$ cat config.mk
export PLATFORM = sky130hd
export DESIGN_NAME = sorting_stack_store
export DESIGN_NICKNAME = d
export VERILOG_FILES = /design/src/rtl/sss_pkg.sv /design/src/rtl/sorting_stack_store.sv /design/src/rtl/sss_cell.sv /design/src/rtl/sss_ctrl.sv
export SDC_FILE = /design/constraint.sdc
export NUM_CORES = 2
export LEC_CHECK = 0
export ABC_AREA = 0
export BUFFER_PORTS_ARGS = -buffer_cell sky130_fd_sc_hd__buf_2
export CAP_MARGIN = 20
export CORE_MARGIN = 1.5
export CORE_UTILIZATION = 55
export DETAILED_ROUTE_END_ITERATION = 7
export PLACE_DENSITY = 0.71
export SLEW_MARGIN = 15
export SYNTH_ARGS = -nofsm -noshare
export SYNTH_HDL_FRONTEND = slang
export SYNTH_SLANG_ARGS = --single-unit
$ cat constraint.sdc
create_clock -name clk -period 15.5 [get_ports clk]
set_clock_uncertainty 0.2 [all_clocks]
set_input_delay 3.1 -clock clk [delete_from_list [all_inputs] [get_ports clk]]
set_output_delay 3.1 -clock clk [all_outputs]
set_load 0.05 [all_outputs]
$ cat src/rtl/sss_pkg.sv
// Shared types and codes for the sorting stack store.
// No dependencies; imported by every module of the block.
package sss_pkg;

	localparam int WORD_W = 32;

	typedef enum logic [2:0] {
		OP_PUSH  = 3'd0,
		OP_POP   = 3'd1,
		OP_READ  = 3'd2,
		OP_CLEAR = 3'd3,
		OP_SORT  = 3'd4
	} opcode_t;

	typedef enum logic [1:0] {
		STAT_OK    = 2'd0,
		STAT_FULL  = 2'd1,
		STAT_EMPTY = 2'd2,
		STAT_RANGE = 2'd3
	} status_t;

	typedef enum logic [1:0] {
		S_IDLE,
		S_READ,
		S_SORT
	} state_t;

	// broadcast controls from the sequencer to every cell
	typedef struct packed {
		logic push;      // write in_value into the cell at the fill point
		logic rd_load;   // copy each word into its readout register
		logic rd_shift;  // move the readout chain one cell toward cell 0
		logic swap;      // odd-even transposition step
		logic phase;     // which pairs compare this step
	} cell_ctl_t;

endpackage

$ cat src/rtl/sorting_stack_store.sv
// Top level of the sorting stack store: a row of sss_cell word cells
// driven by the sss_ctrl sequencer. Depends on sss_pkg.
//
//  channel  dir  tdata fields (low bit first)              width
//  s_*      in   opcode[2:0] value[34:3] slot[38:35] pad  40
//  m_*      out  data_out[31:0] count[36:32] status[38:37] pad  40
//
// Push, clear, unused opcodes and error results load the result register in the accepting cycle.
// Read and pop copy every word into the readout chain; the word at slot (for pop, at
// the new count) then walks the readout chain one cell per cycle toward cell 0.
// Sort runs DEPTH odd-even transposition steps across the cells
// between the accepting cycle and the result cycle.
// One transaction at a time; a pending result that is not taken holds off
// s_tready. Reset empties the store; word contents stay as they were.
module sorting_stack_store import sss_pkg::*; #(
	parameter int DEPTH = 16
) (
	input  logic        clk,
	input  logic        arst_n,
	input  logic        s_tvalid,
	output logic        s_tready,
	input  logic [39:0] s_tdata,   // opcode[2:0], value[34:3], slot[38:35]
	output logic        m_tvalid,
	input  logic        m_tready,
	output logic [39:0] m_tdata    // data_out[31:0], count[36:32], status[38:37]
);

	localparam int CW = $clog2(DEPTH+1);

	cell_ctl_t ctl;
	logic [CW-1:0] count;
	logic signed [WORD_W-1:0] word_w [DEPTH];
	logic signed [WORD_W-1:0] rd_w [DEPTH];
	logic signed [WORD_W-1:0] in_value;
	logic signed [WORD_W-1:0] out_data;
	logic [4:0] out_count;
	logic [1:0] out_status;

	assign in_value = $signed(s_tdata[34:3]);

	sss_ctrl #(.DEPTH(DEPTH)) u_ctrl (
		.clk        (clk),
		.arst_n     (arst_n),
		.in_valid   (s_tvalid),
		.in_ready   (s_tready),
		.opcode     (s_tdata[2:0]),
		.slot       (s_tdata[38:35]),
		.rd0        (rd_w[0]),
		.out_valid  (m_tvalid),
		.out_ready  (m_tready),
		.out_data   (out_data),
		.out_count  (out_count),
		.out_status (out_status),
		.ctl        (ctl),
		.count      (count)
	);

	for (genvar i = 0; i < DEPTH; i++) begin : g_cell
		logic signed [WORD_W-1:0] lo_word, hi_word, rd_hi;
		if (i == 0) begin : g_lo0
			assign lo_word = '0;
		end else begin : g_lo
			assign lo_word = word_w[i-1];
		end
		if (i == DEPTH - 1) begin : g_hi0
			assign hi_word = '0;
			assign rd_hi   = '0;
		end else begin : g_hi
			assign hi_word = word_w[i+1];
			assign rd_hi   = rd_w[i+1];
		end
		sss_cell #(.DEPTH(DEPTH), .IDX(i)) u_cell (
			.clk      (clk),
			.ctl      (ctl),
			.count    (count),
			.in_value (in_value),
			.lo_word  (lo_word),
			.hi_word  (hi_word),
			.rd_hi    (rd_hi),
			.word     (word_w[i]),
			.rd       (rd_w[i])
		);
	end

	assign m_tdata = {1'b0, out_status, out_count, out_data};

endmodule

$ cat src/rtl/sss_cell.sv
// One storage cell of the stack: a word, its compare-exchange with the
// neighbors and one stage of the readout chain. Depends on sss_pkg.
module sss_cell import sss_pkg::*; #(
	parameter int DEPTH = 16,
	parameter int IDX   = 0
) (
	input  logic                     clk,
	input  cell_ctl_t                ctl,
	input  logic [$clog2(DEPTH+1)-1:0] count,
	input  logic signed [WORD_W-1:0] in_value,
	input  logic signed [WORD_W-1:0] lo_word,
	input  logic signed [WORD_W-1:0] hi_word,
	input  logic signed [WORD_W-1:0] rd_hi,
	output logic signed [WORD_W-1:0] word,
	output logic signed [WORD_W-1:0] rd
);

	localparam int CW = $clog2(DEPTH+1);
	localparam logic PAR = IDX % 2 == 1;

	logic signed [WORD_W-1:0] word_q;
	logic signed [WORD_W-1:0] rd_q;
	logic hit, lower, upper;

	// lower: this cell is the bottom of an active pair; upper: the top
	always_comb begin
		hit   = CW'(IDX) == count;
		lower = ctl.swap && (IDX < DEPTH - 1) && (PAR == ctl.phase)
			&& (CW'(IDX + 1) < count);
		upper = ctl.swap && (IDX >= 1) && (PAR != ctl.phase)
			&& (CW'(IDX) < count);
	end

	always_ff @(posedge clk) begin
		if (ctl.push && hit) begin
			word_q <= in_value;
		end else if (lower && (word_q > hi_word)) begin
			word_q <= hi_word;
		end else if (upper && (lo_word > word_q)) begin
			word_q <= lo_word;
		end
	end

	always_ff @(posedge clk) begin
		if (ctl.rd_load) begin
			rd_q <= word_q;
		end else if (ctl.rd_shift) begin
			rd_q <= rd_hi;
		end
	end

	assign word = word_q;
	assign rd   = rd_q;

endmodule

$ cat src/rtl/sss_ctrl.sv
// Sequencer of the sorting stack store: fill count, operation decode,
// readout and sort step counters, result register. Depends on sss_pkg.
module sss_ctrl import sss_pkg::*; #(
	parameter int DEPTH = 16
) (
	input  logic                       clk,
	input  logic                       arst_n,
	input  logic                       in_valid,
	output logic                       in_ready,
	input  logic [2:0]                 opcode,
	input  logic [3:0]                 slot,
	input  logic signed [WORD_W-1:0]   rd0,
	output logic                       out_valid,
	input  logic                       out_ready,
	output logic signed [WORD_W-1:0]   out_data,
	output logic [4:0]                 out_count,
	output logic [1:0]                 out_status,
	output cell_ctl_t                  ctl,
	output logic [$clog2(DEPTH+1)-1:0] count
);

	localparam int CW = $clog2(DEPTH+1);
	localparam int IW = $clog2(DEPTH);

	state_t state_q, state_d;
	logic [CW-1:0] count_q, count_d;
	logic [CW-1:0] pass_q, pass_d;
	logic [IW-1:0] sel_q, sel_d;
	logic [IW-1:0] k_q, k_d;
	logic out_valid_q;
	logic signed [WORD_W-1:0] out_data_q;
	logic [4:0] out_count_q;
	logic [1:0] out_status_q;

	logic out_free, load;
	logic signed [WORD_W-1:0] res_data;
	status_t res_status;
	logic [CW-1:0] cnt_m1;
	logic [31:0] slot32, count32, next32;

	always_comb begin
		out_free = !out_valid_q || out_ready;
		cnt_m1   = count_q - CW'(1);
		slot32   = 32'(slot);
		count32  = 32'(count_q);
		state_d  = state_q;
		count_d  = count_q;
		pass_d   = pass_q;
		sel_d    = sel_q;
		k_d      = k_q;
		load     = 1'b0;
		res_data = '0;
		res_status = STAT_OK;
		ctl      = '0;
		in_ready = 1'b0;
		unique case (state_q)
			S_IDLE: begin
				in_ready = out_free;
				if (in_valid && out_free) begin
					case (opcode)
						OP_PUSH: begin
							load = 1'b1;
							if (count_q == CW'(DEPTH)) begin
								res_status = STAT_FULL;
							end else begin
								ctl.push = 1'b1;
								count_d  = count_q + CW'(1);
							end
						end
						OP_POP: begin
							if (count_q == '0) begin
								load       = 1'b1;
								res_status = STAT_EMPTY;
							end else begin
								count_d     = cnt_m1;
								sel_d       = cnt_m1[IW-1:0];
								k_d         = '0;
								ctl.rd_load = 1'b1;
								state_d     = S_READ;
							end
						end
						OP_READ: begin
							if (slot32 >= count32) begin
								load       = 1'b1;
								res_status = STAT_RANGE;
							end else begin
								sel_d       = slot32[IW-1:0];
								k_d         = '0;
								ctl.rd_load = 1'b1;
								state_d     = S_READ;
							end
						end
						OP_CLEAR: begin
							count_d = '0;
							load    = 1'b1;
						end
						OP_SORT: begin
							pass_d  = '0;
							state_d = S_SORT;
						end
						default: load = 1'b1;
					endcase
				end
			end
			S_READ: begin
				// the selected word reaches cell 0 after sel shifts
				if (k_q == sel_q) begin
					if (out_free) begin
						load     = 1'b1;
						res_data = rd0;
						state_d  = S_IDLE;
					end
				end else begin
					ctl.rd_shift = 1'b1;
					k_d          = k_q + IW'(1);
				end
			end
			S_SORT: begin
				// DEPTH alternating phases order any fill level
				if (pass_q == CW'(DEPTH)) begin
					if (out_free) begin
						load    = 1'b1;
						state_d = S_IDLE;
					end
				end else begin
					ctl.swap  = 1'b1;
					ctl.phase = pass_q[0];
					pass_d    = pass_q + CW'(1);
				end
			end
			default: state_d = S_IDLE;
		endcase
		next32 = 32'(count_d);
	end

	always_ff @(posedge clk or negedge arst_n) begin
		if (!arst_n) begin
			state_q     <= S_IDLE;
			count_q     <= '0;
			out_valid_q <= 1'b0;
		end else begin
			state_q <= state_d;
			count_q <= count_d;
			if (load) begin
				out_valid_q <= 1'b1;
			end else if (out_ready) begin
				out_valid_q <= 1'b0;
			end
		end
	end

	always_ff @(posedge clk) begin
		pass_q <= pass_d;
		sel_q  <= sel_d;
		k_q    <= k_d;
		if (load) begin
			out_data_q   <= res_data;
			out_count_q  <= next32[4:0];
			out_status_q <= res_status;
		end
	end

	assign out_valid  = out_valid_q;
	assign out_data   = out_data_q;
	assign out_count  = out_count_q;
	assign out_status = out_status_q;
	assign count      = count_q;

endmodule

After elaboration in Yosys (flattened, before gate mapping)
Cells that the tools add are included.
{"block": "totals", "elab_cells": 324, "ff_bits": 1084, "inputBits": 44}
{"block": "op_classes", "n_reduce_logical": 81, "n_addsub": 4, "eq_ne": 36, "magnitude_cmp": 31, "bitwise_logic": 1, "muxes": 130}
{"op": "$mux W32", "count": 78}
{"op": "$gt A32 B32 Y1", "count": 15}
{"op": "$logic_and A1 B1 Y1", "count": 49}
{"op": "$reduce_bool A3 Y1", "count": 14}
{"op": "$eq A4 B5 Y1 const A", "count": 8}
{"op": "$lt A4 B5 Y1 const A", "count": 8}
{"op": "$mux W5", "count": 7}
{"op": "$mux W2", "count": 12}
{"op": "$mux W4", "count": 6}
{"op": "$pmux W4 S2", "count": 3}
{"op": "$eq A3 B5 Y1 const A", "count": 4}
{"op": "$lt A3 B5 Y1 const A", "count": 4}
{"op": "$pmux W2 S3", "count": 3}
{"op": "$mux W1", "count": 16}
{"op": "$pmux W5 S3", "count": 1}
{"op": "$reduce_bool A2 Y1", "count": 7}
{"op": "$reduce_and A6 Y1", "count": 2}
{"op": "$add A5 B1 Y5 const B", "count": 2}
{"op": "$eq A2 B5 Y1 const A", "count": 2}
{"op": "$eq A5 B5 Y1 const B", "count": 2}
{"op": "$lt A2 B5 Y1 const A", "count": 2}
{"op": "$ne A2 B2 Y1 const B", "count": 5}
{"op": "$pmux W5 S2", "count": 1}
{"op": "$ne A3 B3 Y1 const B", "count": 3}
{"op": "25 further kinds", "count": 29}

Logic depth before layout (Yosys ltp)
{"block": "logic_depth", "ltp_word": 10, "ltp_mapped": 13}

Hierarchy
Synthesis repeated with hierarchy kept, for this count alone.
{"block": "hier_totals", "cells_unflattened": 6698, "hier_area_um2": 74450.2}
{"module": "sss_cell at g_cell[7].u_cell", "instances": 1, "area_per_inst_um2": 4705.8, "cells_per_inst": 417}
{"module": "sss_cell at g_cell[10].u_cell", "instances": 1, "area_per_inst_um2": 4608.2, "cells_per_inst": 419}
{"module": "sss_cell at g_cell[3].u_cell", "instances": 1, "area_per_inst_um2": 4603.2, "cells_per_inst": 423}
{"module": "sss_cell at g_cell[12].u_cell", "instances": 1, "area_per_inst_um2": 4590.7, "cells_per_inst": 420}
{"module": "sss_cell at g_cell[8].u_cell", "instances": 1, "area_per_inst_um2": 4590.7, "cells_per_inst": 422}
{"module": "sss_cell at g_cell[9].u_cell", "instances": 1, "area_per_inst_um2": 4575.6, "cells_per_inst": 420}
{"module": "sss_cell at g_cell[1].u_cell", "instances": 1, "area_per_inst_um2": 4570.6, "cells_per_inst": 416}
{"module": "sss_cell at g_cell[4].u_cell", "instances": 1, "area_per_inst_um2": 4570.6, "cells_per_inst": 424}
{"module": "sss_cell at g_cell[5].u_cell", "instances": 1, "area_per_inst_um2": 4560.6, "cells_per_inst": 421}
{"module": "sss_cell at g_cell[13].u_cell", "instances": 1, "area_per_inst_um2": 4559.4, "cells_per_inst": 416}
{"module": "sss_cell at g_cell[11].u_cell", "instances": 1, "area_per_inst_um2": 4558.1, "cells_per_inst": 420}
{"module": "sss_cell at g_cell[6].u_cell", "instances": 1, "area_per_inst_um2": 4558.1, "cells_per_inst": 419}
{"module": "sss_cell at g_cell[14].u_cell", "instances": 1, "area_per_inst_um2": 4550.6, "cells_per_inst": 414}
{"module": "sss_cell at g_cell[2].u_cell", "instances": 1, "area_per_inst_um2": 4538.1, "cells_per_inst": 414}
{"module": "+4 rows"}

Least setup slack after synthesis
OpenSTA, ideal clock, no wires.
{"block": "synth_timing", "path_kind": "input-to-reg", "from": "input port s_tdata[35]", "to": "register g_cell[0].u_cell.rd_q[0], enable pin", "slack_ns": -1.455, "arrival_time_ns": 15.853, "path_stages": 13, "n_path_buf": 3, "path_cell_list": "inv_1 ha_1 nand2b_1 a21o_1 a21o_1 a21oi_1 nor2_1 o21ai_1 nand2_1 buf_2 buf_2 buf_2 nand2_1"}
{"block": "synth_via", "elab_chain_len": 6}
{"element": "start, declared", "line_no": "sorting_stack_store.sv:22", "text": "input logic [39:0] s_tdata,"}
{"element": "$ge A4 B5 Y1", "line_no": "sss_ctrl.sv:83", "text": "if (slot32 >= count32) begin"}
{"element": "$mux W1", "line_no": "sss_ctrl.sv:83"}
{"element": "$pmux W1 S2", "line_no": "sss_ctrl.sv:60", "text": "case (opcode)"}
{"element": "$mux W2", "line_no": "sss_ctrl.sv:59", "text": "if (in_valid && out_free) begin"}
{"element": "$mux W2", "line_no": "sss_ctrl.sv:56", "text": "unique case (state_q)"}
{"element": "$reduce_bool A2 Y1 (no line)"}
{"element": "end signal, assigned", "line_no": "sss_cell.sv:46", "text": "rd_q <= word_q;"}
{"element": "end signal, assigned", "line_no": "sss_cell.sv:48", "text": "rd_q <= rd_hi;"}
{"element": "end, declared", "line_no": "sss_cell.sv:22", "text": "logic signed [WORD_W-1:0] rd_q;"}
Every way passes these cells.
A chain may end at the register's enable or synchronous reset.

Worst setup path in the final report
{"block": "layout_timing", "from": "input port s_tdata[35]", "to": "register g_cell[12].u_cell.rd_q[22], data pin"}
{"block": "layout_via", "elab_chain_len": 6}
{"element": "$ge A4 B5 Y1", "line_no": "sss_ctrl.sv:83"}
{"element": "$mux W1", "line_no": "sss_ctrl.sv:83"}
{"element": "$pmux W1 S2", "line_no": "sss_ctrl.sv:60"}
{"element": "$mux W2", "line_no": "sss_ctrl.sv:59"}
{"element": "$mux W2", "line_no": "sss_ctrl.sv:56"}
{"element": "$mux W32", "line_no": "sss_cell.sv:45", "text": "if (ctl.rd_load) begin"}
{"element": "end signal, assigned", "line_no": "sss_cell.sv:46"}
{"element": "end signal, assigned", "line_no": "sss_cell.sv:48"}
{"element": "end, declared", "line_no": "sss_cell.sv:22"}
Every way passes these cells.

==> reports/results.tsv <==
metric	value	unit
initial antenna violation count	4	
library cells used by synthesis	85	
final setup TNS	0	ns
yosys warns	0	
first-pass GRT wire length	237	mm
GRT Total Usage	0.265	
Starting Density	0.556	
Leak	26.3	nW
top cell type's share of synthesized area	0.524	
Max FO, Critical Path	70	
largest net degree at the start of global routing	154	
max-cap viol count	0	
port bufs	83	
Min-Delay Path Class	reg -> reg	
Die W	338	um
I/O pin total	86	
Final Hold Viols	0	
dpl hpwl	109	mm
post-CTS sizing	0	
WS Path Type	in -> reg	
synthesized area	61700	um^2
fin crit share	0.552	
root buf cell	clkbuf_16	
Mapped Nets	5773	
CTS Buf Count	115	
RR Endpoint	g_cell[12].u_cell.rd[22]	
R2R Setup Slk	8.50	ns
Main synth FF type	edfxtp_1	
Setup crit end	g_cell[12].u_cell.rd[22]	
syn_area_per_cell	11.8	um^2
Async S/R FF share, synth	0.00738	
Die H	338	um
most numerous cell in the Yosys netlist	edfxtp_1	
reg-to-reg startpoint	u_ctrl.count[1]	
fill count	8746	
clock sink count	1084	
Layout area overhead	8.68	%
post-synthesis sequential area ratio	0.527	
number of synthesized flops with an enable pin	1076	
Final Max Slew Viols	0	
biggest area consumer among synthesized cells	edfxtp_1	
Vias/cell	6.20	
gate count after technology mapping	5233	
# H-tree levels	3	
DRC	0	
Clk Latency, worst-skew pair	0.71	ns
DR iter-0 viols	4288	
Max clock buf depth	3	
Critical Path AT	8.80	ns
Reg area	32500	um^2
Placer Congestion	0.908	
CTS tree	yes	
postcts setup bufs	0	
die footprint	114000	um^2
final worst path period need	8.55	ns
Synth Register Bits	1084	
Worst Tran Pin Value	1.13	ns
Worst setup SP type	primary input	
DR WL/cell	22.4	um
max_slew headroom	0.244	
worst reg2reg path depth	13	
first-pass iteration count of the detailed router	6	
core area	111000	um^2
# nets final	5711	
pwr dens	127	nW/um^2
top cells by count, synth	edfxtp_1 (1076), inv_1 (504), ha_1 (496)	
layout cells sized above 1	0.163	
Crit. End Element	register	
total congestion overflow	0	
run status	finished clean	
footprint of the multi-input gates	26000	um^2
Post-DRT Antenna Nets	0	
largest cells by area after synthesis	edfxtp_1 (52%), ha_1 (10%), mux2_2 (8.8%)	
CTS Hold Bufs	0	
f_max	117	MHz
Via Count	41896	
vias in the first global route	41077	
VDD IR max	0.0915	mV
Crit. Startpoint	s_tdata[35]	
FP Rows	122	
WL final	151	mm
Worst EP required	15.75	ns
clock transition at the registers of the reported paths	0.06	ns
unrepaired setup endpoints after global routing	no	
final hold slack	0.314	ns
Final setup viols	0	
[routing by layer]
| layer | vias up | global-route usage | wire length (um) |
|---|---|---|---|
| li1 | 19645 | - | - |
| met5 | - | 0 | 0 |
| met1 | 20449 | 0.375 | 66100 |
| met3 | 256 | 0.0295 | 9970 |
| met2 | 1546 | 0.429 | 70400 |
| met4 | 0 | 0.0839 | 4640 |
[cells by family after synthesis]
logic type,after synthesis,synth area share
buffers and inverters,839,0.0552
and+or+nand+nor,1128,0.0887
muxes,612,0.109
AOI/OAI and AO/OA,1061,0.118
DFF,1084,0.527
other,1,0.0000608
xor gates and xnor gates,12,0.00170
adders and majority gates,496,0.101
[cell type report]
cell class,instances,area share
repair buffers,156,0.0152
inverters,504,0.0282
clock inverters,68,0.00966
clock buffers,146,0.0467
diodes,1,0.0000373
flip-flops and latches,1084,0.485
well taps,1488,0.0278
multi-input cells,3310,0.388
[critical path, stage by stage]
cell	delay (ns)
buf_2	0.09
inv_1	0.04
ha_1	0.26
nand2b_1	0.10
a21o_1	0.11
a21o_1	0.13
a21oi_1	0.09
nor2_1	0.15
o21ai_1	0.16
nand2_4	0.65
buf_4	0.67
buf_4	0.78
buf_4	0.85
buf_4	0.82
mux2_2	0.42
[worst min-delay path by stage]
stage | cells after the start | slack, ns | from | to
2_1_floorplan | 1 | 0.30 | g_cell[0].u_cell.rd[0] | u_ctrl.out_data[0]
3_3_place_gp | 1 | 0.30 | g_cell[0].u_cell.rd[14] | u_ctrl.out_data[14]
3_5_place_dp | 1 | 0.30 | g_cell[0].u_cell.rd[31] | u_ctrl.out_data[31]
4_1_cts | 1 | 0.32 | g_cell[0].u_cell.rd[7] | u_ctrl.out_data[7]
5_1_grt | 1 | 0.33 | g_cell[0].u_cell.rd[12] | u_ctrl.out_data[12]
6_report | 1 | 0.31 | g_cell[0].u_cell.rd[7] | u_ctrl.out_data[7]
[report_power, final]
| part | total [mW] | switching [mW] | internal, mW | leakage (nW) |
|---|---|---|---|---|
| logic | 1.66 | 1.10 | 0.560 | 14.6 |
| registers | 4.05 | 0.203 | 3.84 | 9.88 |
| clock network | 2.79 | 1.16 | 1.63 | 1.85 |
[sequential cells by signal (all words and copies together) (netlist names)]
name	cells
u_ctrl.out_data	32
u_ctrl.k_q	4
u_ctrl.out_valid	1
g_cell.u_cell.word	512
u_ctrl.state_q	2
u_ctrl.out_count	5
u_ctrl.out_status	2
u_ctrl.count	5
u_ctrl.pass_q	5
u_ctrl.sel_q	4
g_cell.u_cell.rd	512
[cell usage in the layout (no fill, tap or decap), drive strengths merged, types with 10 or more instances in the layout]
| cell type | n |
|---|---|
| mux2i | 131 |
| nor2 | 200 |
| ha | 496 |
| a22oi | 100 |
| a211oi | 19 |
| nand3 | 127 |
| o31ai | 70 |
| mux2 | 481 |
| nand2 | 366 |
| o21ai | 196 |
| o311ai | 32 |
| edfxtp | 1076 |
| nor2b | 19 |
| a21oi | 306 |
| nor3 | 87 |
| clkbuf | 146 |
| bufinv | 13 |
| and3 | 39 |
| clkinv | 49 |
| nor4 | 56 |
| o211ai | 25 |
| and2 | 48 |
| nand2b | 16 |
| nand4 | 132 |
| inv | 505 |
| a221o | 168 |
| a21o | 65 |
| buf | 156 |
| o21a | 10 |
[per-stage QoR]
step	cell area [um^2]	cells	worst slack (ns)	total power [mW]	util
global route	67100	6757	6.71	8.84	0.604
detailed placement	63200	6540	6.33	5.74	0.570
finish	67100	6757	6.95	8.49	0.604
global placement	63200	6540	6.42	5.68	0.570
floorplan	61700	5233	3.68	5.34	-
CTS	67000	6754	7.06	8.52	0.604
No activity file was read; power rests on OpenSTA's default activity.
